$ cat config.mk
export PLATFORM = sky130hd
export DESIGN_NAME = audio_beat_detector_flat
export DESIGN_NICKNAME = d
export VERILOG_FILES = /design/src/design/abd_pkg.sv /design/src/design/abd_channels.sv /design/src/design/abd_front.sv /design/src/design/abd_queue.sv /design/src/design/abd_back.sv /design/src/design/audio_beat_detector.sv /design/src/flat_wrapper.sv
export VERILOG_INCLUDE_DIRS = /design/src /design/src/design
export SDC_FILE = /design/constraint.sdc
export NUM_CORES = 2
export LEC_CHECK = 0
export ABC_AREA = 1
export BUFFER_PORTS_ARGS = -buffer_cell sky130_fd_sc_hd__buf_2
export CAP_MARGIN = 20
export CELL_PAD_IN_SITES_DETAIL_PLACEMENT = 2
export CELL_PAD_IN_SITES_GLOBAL_PLACEMENT = 2
export CORE_UTILIZATION = 40
export DETAILED_ROUTE_END_ITERATION = 8
export PLACE_DENSITY_LB_ADDON = 0.1
export SLEW_MARGIN = 20
export SYNTH_ARGS = -nofsm -noshare
export SYNTH_HDL_FRONTEND = slang
export SYNTH_SLANG_ARGS = --single-unit
$ cat constraint.sdc
create_clock -name clk -period 8.9 [get_ports clk]
set_input_delay 0.445 -clock clk [delete_from_list [all_inputs] [get_ports clk]]
set_output_delay 0.445 -clock clk [all_outputs]
set_load 0.005 [all_outputs]
$ cat src/design/audio_beat_detector_defines.svh
// Assertion macros for the audio beat detector.
`ifndef AUDIO_BEAT_DETECTOR_DEFINES_SVH
`define AUDIO_BEAT_DETECTOR_DEFINES_SVH

// Same-cycle implication, disabled during reset.
`define ABD_ASSERT_IMP(lbl, ante, cons, msg) \
  lbl: assert property (@(posedge clk) disable iff (rst) (ante) |-> (cons)) \
    else $error(msg);

// Next-cycle implication, disabled during reset.
`define ABD_ASSERT_NXT(lbl, ante, cons, msg) \
  lbl: assert property (@(posedge clk) disable iff (rst) (ante) |=> (cons)) \
    else $error(msg);

`endif

$ cat src/design/abd_pkg.sv
// Shared types, constants and functions of the audio beat detector.
`timescale 1ns / 1ps
package abd_pkg;

  localparam int LEVEL_FRAC_BITS = 4;
  localparam int RING_BLOCKS     = 4096;
  localparam int IDX_W           = $clog2(RING_BLOCKS);

  localparam int SAMPLE_W   = 8;
  localparam int LVL_W      = 14;
  localparam int SUM_W      = 17;
  localparam int SPB_W      = 10;
  localparam int FALL_W     = 10;
  localparam int CFG_DATA_W = 14;
  localparam int CFG_IDX_W  = 2;

  localparam int LEVEL_MAX  = 640 << LEVEL_FRAC_BITS;
  localparam int LEVEL_MULT = 5 << LEVEL_FRAC_BITS;
  localparam int NUM_W      = SUM_W + $clog2(LEVEL_MULT + 1);

  localparam int QUEUE_DEPTH_DEF = 2;

  localparam logic [SPB_W-1:0]  SPB_RESET     = SPB_W'(500);
  localparam logic [LVL_W-1:0]  MIN_THR_RESET = LVL_W'(800);
  localparam logic [LVL_W-1:0]  PEAK_OFS_RESET = LVL_W'(640);
  localparam logic [FALL_W-1:0] FALLOFF_RESET = FALL_W'(35);

  typedef enum logic [CFG_IDX_W-1:0] {
    REG_SPB      = 2'd0,
    REG_MIN_THR  = 2'd1,
    REG_PEAK_OFS = 2'd2,
    REG_FALLOFF  = 2'd3
  } cfg_reg_t;

  // Effective settings; zero block size and zero falloff already mapped to 1.
  typedef struct packed {
    logic [SPB_W-1:0]  spb;
    logic [LVL_W-1:0]  min_thr;
    logic [LVL_W-1:0]  peak_ofs;
    logic [FALL_W-1:0] falloff;
  } cfg_t;

  typedef enum logic [2:0] {
    ST_IDLE,
    ST_DIV,
    ST_LEVEL,
    ST_CHECK,
    ST_MUL_A,
    ST_MUL_B,
    ST_COMPARE,
    ST_OUT
  } back_state_t;

  // 128 - |b - 127|, range 0..128
  function automatic logic [SAMPLE_W-1:0] loudness(input logic [SAMPLE_W-1:0] b);
    logic [SAMPLE_W-1:0] mag;
    mag = (b >= SAMPLE_W'(127)) ? (b - SAMPLE_W'(127)) : (SAMPLE_W'(127) - b);
    return SAMPLE_W'(128) - mag;
  endfunction

endpackage

$ cat src/design/abd_channels.sv
// Channel interfaces of the audio beat detector: samples, results, config writes.
`timescale 1ns / 1ps
interface abd_sample_if import abd_pkg::*; ();
  logic                valid;
  logic                ready;
  logic [SAMPLE_W-1:0] sample_byte;

  modport source (output valid, output sample_byte, input ready);
  modport sink   (input valid, input sample_byte, output ready);
endinterface

interface abd_result_if import abd_pkg::*; ();
  logic             valid;
  logic             ready;
  logic [LVL_W-1:0] latest_level;
  logic [LVL_W-1:0] decided_level;
  logic [IDX_W-1:0] decided_index;
  logic             beat;

  modport source (output valid, output latest_level, output decided_level,
                  output decided_index, output beat, input ready);
  modport sink   (input valid, input latest_level, input decided_level,
                  input decided_index, input beat, output ready);
endinterface

interface abd_cfg_if import abd_pkg::*; ();
  logic                  valid;
  logic                  ready;
  logic [CFG_IDX_W-1:0]  reg_index;
  logic [CFG_DATA_W-1:0] wdata;

  modport source (output valid, output reg_index, output wdata, input ready);
  modport sink   (input valid, input reg_index, input wdata, output ready);
endinterface

$ cat src/design/abd_front.sv
// Front end: takes sample beats, accumulates loudness, pushes each finished block sum.
`timescale 1ns / 1ps
module abd_front import abd_pkg::*; (
  input  logic             clk,
  input  logic             rst,
  input  cfg_t             cfg,
  abd_sample_if.sink       samples,
  output logic             push_valid,
  input  logic             push_ready,
  output logic [SUM_W-1:0] push_sum
);

  logic [SPB_W-1:0] count;
  logic [SUM_W-1:0] sum;
  logic [SPB_W:0]   count_inc;
  logic [SUM_W-1:0] sum_inc;
  logic             accept;
  logic             block_end;

  assign samples.ready = push_ready;
  assign accept        = samples.valid && samples.ready;
  assign count_inc     = {1'b0, count} + (SPB_W + 1)'(1);
  assign sum_inc       = sum + SUM_W'(loudness(samples.sample_byte));
  // count can already be past a lowered block size; >= closes the block then
  assign block_end     = count_inc >= {1'b0, cfg.spb};
  assign push_valid    = accept && block_end;
  assign push_sum      = sum_inc;

  always_ff @(posedge clk) begin
    if (rst) begin
      count <= '0;
      sum   <= '0;
    end else if (accept) begin
      if (block_end) begin
        count <= '0;
        sum   <= '0;
      end else begin
        count <= count_inc[SPB_W-1:0];
        sum   <= sum_inc;
      end
    end
  end

endmodule

$ cat src/design/abd_queue.sv
// Short FIFO of block sums between the front and back ends.
`timescale 1ns / 1ps
module abd_queue import abd_pkg::*; #(
  parameter int DEPTH = QUEUE_DEPTH_DEF
) (
  input  logic             clk,
  input  logic             rst,
  input  logic             push_valid,
  output logic             push_ready,
  input  logic [SUM_W-1:0] push_sum,
  output logic             pop_valid,
  input  logic             pop_ready,
  output logic [SUM_W-1:0] pop_sum
);

  localparam int PTR_W = (DEPTH > 1) ? $clog2(DEPTH) : 1;
  localparam int CNT_W = $clog2(DEPTH + 1);

  logic [SUM_W-1:0] entries [DEPTH];
  logic [PTR_W-1:0] wr_ptr;
  logic [PTR_W-1:0] rd_ptr;
  logic [CNT_W-1:0] fill;
  logic             do_push;
  logic             do_pop;

  assign push_ready = fill != CNT_W'(DEPTH);
  assign pop_valid  = fill != '0;
  assign pop_sum    = entries[rd_ptr];
  assign do_push    = push_valid && push_ready;
  assign do_pop     = pop_valid && pop_ready;

  always_ff @(posedge clk) begin
    if (do_push) begin
      entries[wr_ptr] <= push_sum;
    end
  end

  always_ff @(posedge clk) begin
    if (rst) begin
      wr_ptr <= '0;
      rd_ptr <= '0;
      fill   <= '0;
    end else begin
      if (do_push) begin
        wr_ptr <= (wr_ptr == PTR_W'(DEPTH - 1)) ? '0 : wr_ptr + PTR_W'(1);
      end
      if (do_pop) begin
        rd_ptr <= (rd_ptr == PTR_W'(DEPTH - 1)) ? '0 : rd_ptr + PTR_W'(1);
      end
      if (do_push && !do_pop) begin
        fill <= fill + CNT_W'(1);
      end else if (do_pop && !do_push) begin
        fill <= fill - CNT_W'(1);
      end
    end
  end

endmodule

$ cat src/design/abd_back.sv
// Back end: block level division, beat decision and the result output register.
`timescale 1ns / 1ps
module abd_back import abd_pkg::*; (
  input  logic             clk,
  input  logic             rst,
  input  cfg_t             cfg,
  input  logic             pop_valid,
  output logic             pop_ready,
  input  logic [SUM_W-1:0] pop_sum,
  abd_result_if.source     results
);

  localparam int TOP_W  = LVL_W + 1;
  localparam int DIFF_W = LVL_W + 2;
  localparam int PA_W   = DIFF_W + FALL_W + 1;
  localparam int PB_W   = DIFF_W + IDX_W + 1;
  localparam int ACC_W  = ((PA_W > PB_W) ? PA_W : PB_W) + 1;
  localparam int DCMP_W = (IDX_W > FALL_W) ? IDX_W : FALL_W;
  localparam int BCNT_W = $clog2(NUM_W);

  back_state_t state, state_next;

  // division
  logic [NUM_W-1:0]  num_sr;
  logic [SPB_W-1:0]  rem;
  logic [BCNT_W-1:0] bit_cnt;
  logic [SPB_W:0]    rem_sh;
  logic [SPB_W:0]    rem_diff;
  logic              sub_ok;

  // decision
  logic [LVL_W-1:0]        lvl;
  logic                    beat_r;
  logic [IDX_W-1:0]        ring_gap;
  logic [TOP_W-1:0]        top;
  logic signed [PA_W-1:0]  prod_a;
  logic signed [PB_W-1:0]  prod_b;
  logic [IDX_W-1:0]        cand_idx;
  logic [IDX_W-1:0]        dist_c;
  logic [TOP_W-1:0]        top_c;
  logic                    pass_basic;
  logic                    ramp;
  logic signed [DIFF_W-1:0] diff_a;
  logic signed [DIFF_W-1:0] span;
  logic signed [FALL_W:0]   fall_s;
  logic signed [IDX_W:0]    dist_s;
  logic signed [PA_W-1:0]   mul_a;
  logic signed [PB_W-1:0]   mul_b;
  logic signed [ACC_W-1:0]  acc;

  // block history
  logic [LVL_W-1:0] prev_level;
  logic [LVL_W-1:0] cand_level;
  logic [IDX_W-1:0] block_cnt;
  logic [IDX_W-1:0] last_beat_idx;
  logic [LVL_W-1:0] last_beat_level;
  logic             have_beat;
  logic             have_cand;

  // output register
  logic             res_valid;
  logic [LVL_W-1:0] res_latest;
  logic [LVL_W-1:0] res_decided;
  logic [IDX_W-1:0] res_index;
  logic             res_beat;
  logic             out_load;

  assign rem_sh   = {rem, num_sr[NUM_W-1]};
  assign sub_ok   = rem_sh >= {1'b0, cfg.spb};
  assign rem_diff = rem_sh - {1'b0, cfg.spb};

  assign cand_idx   = block_cnt - IDX_W'(1);
  assign dist_c     = cand_idx - last_beat_idx;
  assign top_c      = TOP_W'(last_beat_level) + TOP_W'(cfg.peak_ofs);
  assign pass_basic = have_cand && (cand_level >= prev_level) && (cand_level >= lvl)
                      && (cand_level > cfg.min_thr);
  assign ramp       = have_beat && (DCMP_W'(dist_c) <= DCMP_W'(cfg.falloff));

  // level*F + d*(top - min) > top*F  rewritten as  (level - top)*F + d*(top - min) > 0
  assign diff_a = $signed(DIFF_W'(cand_level) - DIFF_W'(top));
  assign span   = $signed(DIFF_W'(top) - DIFF_W'(cfg.min_thr));
  assign fall_s = $signed({1'b0, cfg.falloff});
  assign dist_s = $signed({1'b0, ring_gap});
  assign mul_a  = PA_W'(diff_a) * PA_W'(fall_s);
  assign mul_b  = PB_W'(span) * PB_W'(dist_s);
  assign acc    = ACC_W'(prod_a) + ACC_W'(prod_b);

  assign out_load = (state == ST_OUT) && (!res_valid || results.ready);

  always_ff @(posedge clk) begin
    if (rst) begin
      state <= ST_IDLE;
    end else begin
      state <= state_next;
    end
  end

  always_comb begin
    state_next = state;
    pop_ready  = 1'b0;
    case (state)
      ST_IDLE: begin
        pop_ready = 1'b1;
        if (pop_valid) state_next = ST_DIV;
      end
      ST_DIV: begin
        if (bit_cnt == BCNT_W'(NUM_W - 1)) state_next = ST_LEVEL;
      end
      ST_LEVEL: state_next = ST_CHECK;
      ST_CHECK: begin
        state_next = (pass_basic && ramp) ? ST_MUL_A : ST_OUT;
      end
      ST_MUL_A:   state_next = ST_MUL_B;
      ST_MUL_B:   state_next = ST_COMPARE;
      ST_COMPARE: state_next = ST_OUT;
      ST_OUT: begin
        if (out_load) state_next = ST_IDLE;
      end
      default: state_next = ST_IDLE;
    endcase
  end

  // datapath, no reset needed
  always_ff @(posedge clk) begin
    case (state)
      ST_IDLE: begin
        num_sr  <= NUM_W'(pop_sum) * NUM_W'(LEVEL_MULT);
        rem     <= '0;
        bit_cnt <= '0;
      end
      ST_DIV: begin
        num_sr  <= {num_sr[NUM_W-2:0], sub_ok};
        rem     <= sub_ok ? rem_diff[SPB_W-1:0] : rem_sh[SPB_W-1:0];
        bit_cnt <= bit_cnt + BCNT_W'(1);
      end
      ST_LEVEL: begin
        lvl <= (num_sr > NUM_W'(LEVEL_MAX)) ? LVL_W'(LEVEL_MAX) : num_sr[LVL_W-1:0];
      end
      ST_CHECK: begin
        beat_r   <= pass_basic && !ramp;
        ring_gap <= dist_c;
        top      <= top_c;
      end
      ST_MUL_A: prod_a <= mul_a;
      ST_MUL_B: prod_b <= mul_b;
      ST_COMPARE: beat_r <= !acc[ACC_W-1] && (acc != '0);
      default: ;
    endcase
  end

  always_ff @(posedge clk) begin
    if (rst) begin
      prev_level      <= '0;
      cand_level      <= '0;
      block_cnt       <= '0;
      last_beat_idx   <= '0;
      last_beat_level <= '0;
      have_beat       <= 1'b0;
      have_cand       <= 1'b0;
      res_valid       <= 1'b0;
    end else begin
      if (out_load) begin
        res_valid   <= 1'b1;
        res_latest  <= lvl;
        res_decided <= have_cand ? cand_level : '0;
        res_index   <= have_cand ? cand_idx : '0;
        res_beat    <= have_cand && beat_r;
        if (have_cand && beat_r) begin
          have_beat       <= 1'b1;
          last_beat_idx   <= cand_idx;
          last_beat_level <= cand_level;
        end
        prev_level <= cand_level;
        cand_level <= lvl;
        have_cand  <= 1'b1;
        block_cnt  <= block_cnt + IDX_W'(1);
      end else if (results.ready) begin
        res_valid <= 1'b0;
      end
    end
  end

  assign results.valid         = res_valid;
  assign results.latest_level  = res_latest;
  assign results.decided_level = res_decided;
  assign results.decided_index = res_index;
  assign results.beat          = res_beat;

endmodule

$ cat src/design/audio_beat_detector.sv
// Flow: each block sum passes the queue to the back end, which divides it, clamps the level,
//   checks the candidate, and runs the ramp multiply and compare only when the ramp applies.
// Throughput: one sample per cycle while the queue has room; the back end works on one block
//   at a time in its bit-serial restoring divider and decision states, with the queue absorbing bursts.
// Reset (rst, synchronous, active high) restores register defaults and clears all history.
`timescale 1ns / 1ps
`include "audio_beat_detector_defines.svh"
module audio_beat_detector import abd_pkg::*; #(
  parameter int QUEUE_DEPTH = QUEUE_DEPTH_DEF
) (
  input  logic         clk,
  input  logic         rst,
  abd_cfg_if.sink      cfg,
  abd_sample_if.sink   samples,
  abd_result_if.source results
);

  logic [SPB_W-1:0]  spb_q;
  logic [LVL_W-1:0]  min_thr_q;
  logic [LVL_W-1:0]  peak_ofs_q;
  logic [FALL_W-1:0] falloff_q;
  cfg_t              cfg_eff;

  logic             push_valid;
  logic             push_ready;
  logic [SUM_W-1:0] push_sum;
  logic             pop_valid;
  logic             pop_ready;
  logic [SUM_W-1:0] pop_sum;

  assign cfg.ready = 1'b1;

  always_ff @(posedge clk) begin
    if (rst) begin
      spb_q      <= SPB_RESET;
      min_thr_q  <= MIN_THR_RESET;
      peak_ofs_q <= PEAK_OFS_RESET;
      falloff_q  <= FALLOFF_RESET;
    end else if (cfg.valid) begin
      case (cfg_reg_t'(cfg.reg_index))
        REG_SPB:      spb_q      <= cfg.wdata[SPB_W-1:0];
        REG_MIN_THR:  min_thr_q  <= cfg.wdata[LVL_W-1:0];
        REG_PEAK_OFS: peak_ofs_q <= cfg.wdata[LVL_W-1:0];
        REG_FALLOFF:  falloff_q  <= cfg.wdata[FALL_W-1:0];
        default: ;
      endcase
    end
  end

  always_comb begin
    cfg_eff.spb      = (spb_q == '0) ? SPB_W'(1) : spb_q;
    cfg_eff.min_thr  = min_thr_q;
    cfg_eff.peak_ofs = peak_ofs_q;
    cfg_eff.falloff  = (falloff_q == '0) ? FALL_W'(1) : falloff_q;
  end

  abd_front u_front (
    .clk        (clk),
    .rst        (rst),
    .cfg        (cfg_eff),
    .samples    (samples),
    .push_valid (push_valid),
    .push_ready (push_ready),
    .push_sum   (push_sum)
  );

  abd_queue #(
    .DEPTH (QUEUE_DEPTH)
  ) u_queue (
    .clk        (clk),
    .rst        (rst),
    .push_valid (push_valid),
    .push_ready (push_ready),
    .push_sum   (push_sum),
    .pop_valid  (pop_valid),
    .pop_ready  (pop_ready),
    .pop_sum    (pop_sum)
  );

  abd_back u_back (
    .clk       (clk),
    .rst       (rst),
    .cfg       (cfg_eff),
    .pop_valid (pop_valid),
    .pop_ready (pop_ready),
    .pop_sum   (pop_sum),
    .results   (results)
  );

  `ABD_ASSERT_IMP(a_push_has_room, push_valid, push_ready, "block sum pushed into full queue")
  `ABD_ASSERT_NXT(a_one_block_busy, pop_valid && pop_ready, !pop_ready, "back end popped twice")
  `ABD_ASSERT_IMP(a_level_bound, results.valid, results.latest_level <= LVL_W'(LEVEL_MAX), "level above max")
  `ABD_ASSERT_IMP(a_beat_is_peak, results.valid && results.beat, results.decided_level >= results.latest_level, "beat below next block")

endmodule

$ cat src/flat_wrapper.sv
// flat-port wrapper written by rule: the top's interface ports become plain ports
module audio_beat_detector_flat import abd_pkg::*;
#(
  parameter int QUEUE_DEPTH = QUEUE_DEPTH_DEF
)
  (clk, rst, cfg_valid, cfg_reg_index, cfg_wdata, cfg_ready, samples_valid, samples_sample_byte, samples_ready, results_valid, results_latest_level, results_decided_level, results_decided_index, results_beat, results_ready);
  abd_cfg_if cfg_i ();
  abd_sample_if samples_i ();
  abd_result_if results_i ();
  input  logic clk;
  input  logic rst;
  input wire logic [$bits(cfg_i.valid)-1:0] cfg_valid;
  input wire logic [$bits(cfg_i.reg_index)-1:0] cfg_reg_index;
  input wire logic [$bits(cfg_i.wdata)-1:0] cfg_wdata;
  output wire logic [$bits(cfg_i.ready)-1:0] cfg_ready;
  input wire logic [$bits(samples_i.valid)-1:0] samples_valid;
  input wire logic [$bits(samples_i.sample_byte)-1:0] samples_sample_byte;
  output wire logic [$bits(samples_i.ready)-1:0] samples_ready;
  output wire logic [$bits(results_i.valid)-1:0] results_valid;
  output wire logic [$bits(results_i.latest_level)-1:0] results_latest_level;
  output wire logic [$bits(results_i.decided_level)-1:0] results_decided_level;
  output wire logic [$bits(results_i.decided_index)-1:0] results_decided_index;
  output wire logic [$bits(results_i.beat)-1:0] results_beat;
  input wire logic [$bits(results_i.ready)-1:0] results_ready;
  assign cfg_i.valid = cfg_valid;
  assign cfg_i.reg_index = cfg_reg_index;
  assign cfg_i.wdata = cfg_wdata;
  assign cfg_ready = cfg_i.ready;
  assign samples_i.valid = samples_valid;
  assign samples_i.sample_byte = samples_sample_byte;
  assign samples_ready = samples_i.ready;
  assign results_valid = results_i.valid;
  assign results_latest_level = results_i.latest_level;
  assign results_decided_level = results_i.decided_level;
  assign results_decided_index = results_i.decided_index;
  assign results_beat = results_i.beat;
  assign results_i.ready = results_ready;
  audio_beat_detector #(.QUEUE_DEPTH(QUEUE_DEPTH)) u_core (.clk(clk), .rst(rst), .cfg(cfg_i), .samples(samples_i), .results(results_i));
endmodule
# Word level (Yosys, flattened, before mapping)
# Memories as Yosys holds them, arrays and structs flattened. A register that Yosys moved wholly into a read port is not among the register bits.
# Index checks and enable logic that the tools add are counted.
# op_classes
add_sub_neg	18
multipliers	3
n_lt_le_gt_ge	8
eq_ne	15
n_mux	26
bitwise	1
reduce_logical	38
# op_table
operator	count
$pmux W24 S2	1
$mux W10	4
$add A27 B29 Y30	1
$reduce_bool A30 Y1	1
$mul A16 B13 Y29	1
$ge A14 B14 Y1	2
$mul A16 B11 Y27	1
$gt A24 B14 Y1 const B	1
$pmux W3 S8	1
$ge A11 B10 Y1	2
$logic_not A10 Y1	2
$mul A17 B3 Y20 const B	1
$pmux W10 S2	1
$add A17 B8 Y17	1
$mux W17	1
$sub A14 B15 Y16	1
$sub A15 B14 Y16	1
$add A14 B14 Y15	1
$logic_and A1 B1 Y1	15
$gt A14 B14 Y1	1
$add A12 B1 Y12 const B	1
$eq A3 B3 Y1 const B	4
$le A12 B10 Y1	1
$reduce_and A2 Y1	6
other kinds (32)	57
# totals
register_bits	329
ram_bits	34
in_bits	29
elab_cells	141
memories	1
# mem_list
memory	words	width	rd	rd_ports_with_merged_regs	wr	line	rtl
u_core.u_queue.entries	2	17	1	1	1	abd_queue.sv:19	logic [SUM_W-1:0] entries [DEPTH];

# Logic depth before layout (Yosys ltp)
# depth
depth_word	9
ltp_mapped	33
mapped_depth_nobuf	33

# Modules after synthesis
# Synthesis repeated with hierarchy kept, for this count alone.
# unflattened
hier_cells	4484
hier_area_um2	35520.3
# by_module_without_submodules
module	n_inst	cells_each	area_each_um2	seq_area_each_um2
abd_back	1	3671	29469.5	6786.5
abd_front	1	407	2469.9	540.5
audio_beat_detector	1	316	2060.7	960.9
abd_queue	1	90	1520.2	1121.1

# Least setup slack after synthesis
# OpenSTA, ideal clock, no wires.
# synth_timing
path_kind	reg2reg
start	register u_core.u_back.top[2]
end	register u_core.u_back.prod_b[26], data pin
arrival_ps	6292
required_time_ps	8636
path_slack_ps	2344
path_stages_with_launch	32
cell_sequence	edfxtp_1 -> ha_1 -> a21oi_1 -> o21ai_1 -> nand2_1 -> o2111ai_1 -> nand3_1 -> nand2_1 -> nand2_1 -> nand3_1 -> nand2_2 -> nand3_1 -> nor2_1 -> fa_1 -> inv_1 -> fa_1 -> inv_1 -> fa_1 -> fa_1 -> inv_1 -> fa_1 -> inv_1 -> ha_1 -> nand2_1 -> nor2_1 -> nor3b_1 -> nand4_1 -> nand3_1 -> nand3_1 -> nand2_1 -> a31oi_1 -> xor2_1
# synth_via
elab_chain_cells	2
# synth_lines
element	line	rtl
start, declared	abd_back.sv:35	logic [TOP_W-1:0] top;
start signal, assigned	abd_back.sv:142	top <= top_c;
$sub A15 B14 Y16	abd_back.sv:81	assign span = $signed(DIFF_W'(top) - DIFF_W'(cfg.min_thr));
$mul A16 B13 Y29	abd_back.sv:85	assign mul_b = PB_W'(span) * PB_W'(dist_s);
via u_core.u_back.mul_b[26]	abd_back.sv:48	logic signed [PB_W-1:0] mul_b;
end signal, assigned	abd_back.sv:145	ST_MUL_B: prod_b <= mul_b;
end, declared	abd_back.sv:37	logic signed [PB_W-1:0] prod_b;
# The timed path passes the listed nets, and every way through them passes these cells.
# A chain may end at the register's enable or synchronous reset.

# Worst setup path in the final report
# Same ends and word-level chain as after synthesis.

==> flow_summary.toml <==
[run_status]
status = "complete, no violations"

[route]
routed_via_density = 5.21
wl_per_cell_um = 21.3
routed_wl_mm = 116
ant_nets = 0
drt_iter0_markers = 1073
drt_pass1_iterations = 5
drcViolationCount = 0
vias = 28500

[setup_path]
critical_path_class = "reg2reg"
cp_slowest_cell = "fa_1"
crit_path_max_fanout = 9
cp.required_ps = 9230
critical-path-max-stage-delay_ps = 550
arrival_ps = 8190
cp-start-kind = "flip-flop"
cp-end-kind = "flip-flop"

[sta]
rsz0062_at_grt = "no"
maxSlewHeadroom_pct = 24.5
fin_skew_ps = 18.9
min_period_ps = 7860
hold-worst-slack_ps = 142
setup_violations = 0
tightest_slew_ps = 1120
max_freq_mhz = 127
hold_violations = 0
slew_viol_final = 0
setup_tns_ps = 0
post-route-period-util_pct = 88.3

[grt]
grt_pass1_vias = 32300
grt_usage_pct = 26.4
grt_util_met2_pct = 48.8
overflow = 0
antenna_found_initial = 2
grt_pass1_wl_mm = 183
top_usage_layer = "met2"
met1_usage_pct = 32.9
grtUsageMet3_pct = 2.24
grt_max_degree = 58

[yosys]
syn_area_um2 = 34800
synth_area_per_cell_um2 = 8.23
synth-main-ff-cell = "edfxtp_1"
async_reset_ff_share_pct = 0
syn_inst = 4235
synth_edf_count = 212
synth-seq-cells = 364
synth.area.top_cells = "fa_1 19%, edfxtp_1 18%, ha_1 12%"
yosysTopAreaCell = "fa_1"
synth_top_area_share_pct = 19.0
synth_warnings = 0
synth-seq-area-share_pct = 27.0
synth_cell_types = 63
syn-num-nets = 4921

[floorplan]
die_w_um = 297
start_util_pct = 40.7
io_pins = 73
die_area_um2 = 88300
coreArea_um2 = 85700
die_h_um = 297
row_count = 107

[clocking]
clkLatencyLatePin_ps = 590
ctsHoldBuffers = 0
cts_setup_buffers = 0
root_buffer = "clkbuf_16"
cts.path.max_buffers = 3
clock_sinks = 364
path_clk_slew_ps = 60
numCtsBuffers = 44
cts_tree = "done"
cts_max_level = 2
cts_resized = 0

[placed_design]
place.detailed.hpwl_mm = 93.5
portBuffers = 71
place.gp.congestion = 0.843

[cells_and_area]
area_delta_synth_final_pct = 9.02
drive_gt1_share_pct = 6.85
final_nets = 4974
fill_cells = 9776

[run]
drv_cap = 0

[power]
leakagePower_nw = 18.7
powerDensity_nw_per_um2 = 355
ir_worst_vdd_mv = 0.525

[worst_hold_path]
worstHoldPathType = "in2reg"
==> kinds of logic after synthesis <==
| logic type | after synthesis | share of synthesized area (%) |
|---|---|---|
| xor+xnor | 155 | 3.96 |
| mux | 17 | 0.549 |
| simple gates | 1442 | 17.7 |
| compound gates | 589 | 9.10 |
| fa+ha+maj | 657 | 30.7 |
| flops | 364 | 27.0 |
| other cells | 1 | 0.0108 |
| buf+inv | 1010 | 10.9 |
==> cells in the mapped netlist, types with 9 or more instances <==
master / instances
o21ai_1: 16
clkbuf_1: 76
nand2_2: 10
edfxtp_1: 212
nor2_1: 394
or2_2: 50
nand3_1: 112
dfxtp_1: 152
inv_1: 899
o21ai_0: 186
inv_2: 15
nand4_1: 69
o211ai_1: 12
xnor2_1: 61
o21bai_1: 11
mux2_2: 17
nor3_1: 31
nand2_1: 712
or2_1: 11
xor2_1: 91
fa_1: 331
nor4_1: 14
a31oi_1: 13
a21oi_1: 303
nor3_2: 9
ha_1: 326
==> critical path: cells and delay by family (launching register included) <==
kind	cells	cell delay, ps
flip-flops	1	390
AO/OA/AOI/OAI	4	590
XOR/XNOR	1	160
adder cells (fa/ha/maj)	7	3260
buffers and inverters	4	660
AND/OR/NAND/NOR	15	2530
==> registers in the layout, indices dropped and copies added (netlist names), 12 cells and up, named ones only <==
register                             flops
u_core.min_thr_q                        14
u_core.u_back.results.decided_index     12
u_core.u_back.results.latest_level      14
u_core.u_back.cand_level                14
u_core.u_back.ring_gap                  12
u_core.u_back.prod_b                    29
u_core.u_back.top                       15
u_core.u_back.lvl                       14
u_core.peak_ofs_q                       14
u_core.u_front.sum                      17
u_core.u_queue.entries                  34
u_core.u_back.prod_a                    27
u_core.u_back.num_sr                    24
u_core.u_back.last_beat_level           14
u_core.u_back.last_beat_idx             12
u_core.u_back.block_cnt                 12
u_core.u_back.prev_level                14
u_core.u_back.results.decided_level     14
==> path summary, 6_finish.rpt <==
| check | from | depth (start not counted) | slack [ps] | endpoint |
|---|---|---|---|---|
| worst max-delay path | u_core.u_back.top[2]$_DFFE_PP_ | 31 | 1040 | u_core.u_back.prod_b[26]$_DFFE_PP_ |
| worst min-delay path | cfg_wdata[13] | 3 | 140 | u_core.peak_ofs_q[13]$_SDFFE_PP0P_ |
| worst max register to register | u_core.u_back.top[2]$_DFFE_PP_ | 31 | 1040 | u_core.u_back.prod_b[26]$_DFFE_PP_ |
| worst min register to register | u_core.u_back.prev_level[10]$_SDFFE_PP0P_ | 2 | 460 | u_core.u_back.prev_level[10]$_SDFFE_PP0P_ |
==> cells in the final DEF (no fill, tap or decap), drive strengths merged, types with 4 or more instances in the layout <==
cell type,n
o21ai,204
a21boi,4
mux2,17
fa,331
bufinv,5
xor2,93
nand3b,4
clkbuf,56
o21bai,11
a21o,6
inv,918
a211oi,4
o211ai,13
clkinv,20
dfxtp,152
nand2,724
buf,97
a21oi,307
o21a,6
ha,326
nor3b,4
nor2,399
edfxtp,212
nor3,40
a31oi,13
xnor2,62
and2,6
o2111ai,6
o31ai,6
nand3,116
nor4,15
nand4,69
or2,61
==> cell type report <==
cell class | count | area [um^2] | share of cell area (%)
antenna | 1 | 2.50 | 0.00659
multi-input combinational | 2861 | 21700 | 57.0
clock inverter | 25 | 302 | 0.794
clock buffer | 56 | 1180 | 3.10
sequential | 364 | 9410 | 24.8
inverter | 920 | 3460 | 9.10
tap | 1144 | 1430 | 3.77
timing repair buffer | 97 | 551 | 1.45
==> power by group <==
part	internal, mW	switching [mW]
clock	1.09	0.787
combinational	3.29	5.72
sequential	2.46	0.127
total	6.84	6.63
==> metrics by stage <==
step,total power [mW],util (%),instances,worst slack [ps],instance area (um^2)
2_1_floorplan,9.09,-,4235,2340,34800
3_3_place_gp,11.3,42.6,5386,1550,36500
3_5_place_dp,11.7,42.6,5386,1140,36500
4_1_cts,13.7,44.3,5467,1050,38000
5_1_grt,14.8,44.3,5467,526,38000
6_report,13.5,44.3,5468,1040,38000
==> metal layers <==
metal | routed length [um] | up-vias
met3 | 2560 | 125
met2 | 60000 | 312
met1 | 50900 | 14600
met4 | 2820 | 4
met5 | 23 | -
li1 | - | 13500
No activity file was read; power rests on OpenSTA's default activity.
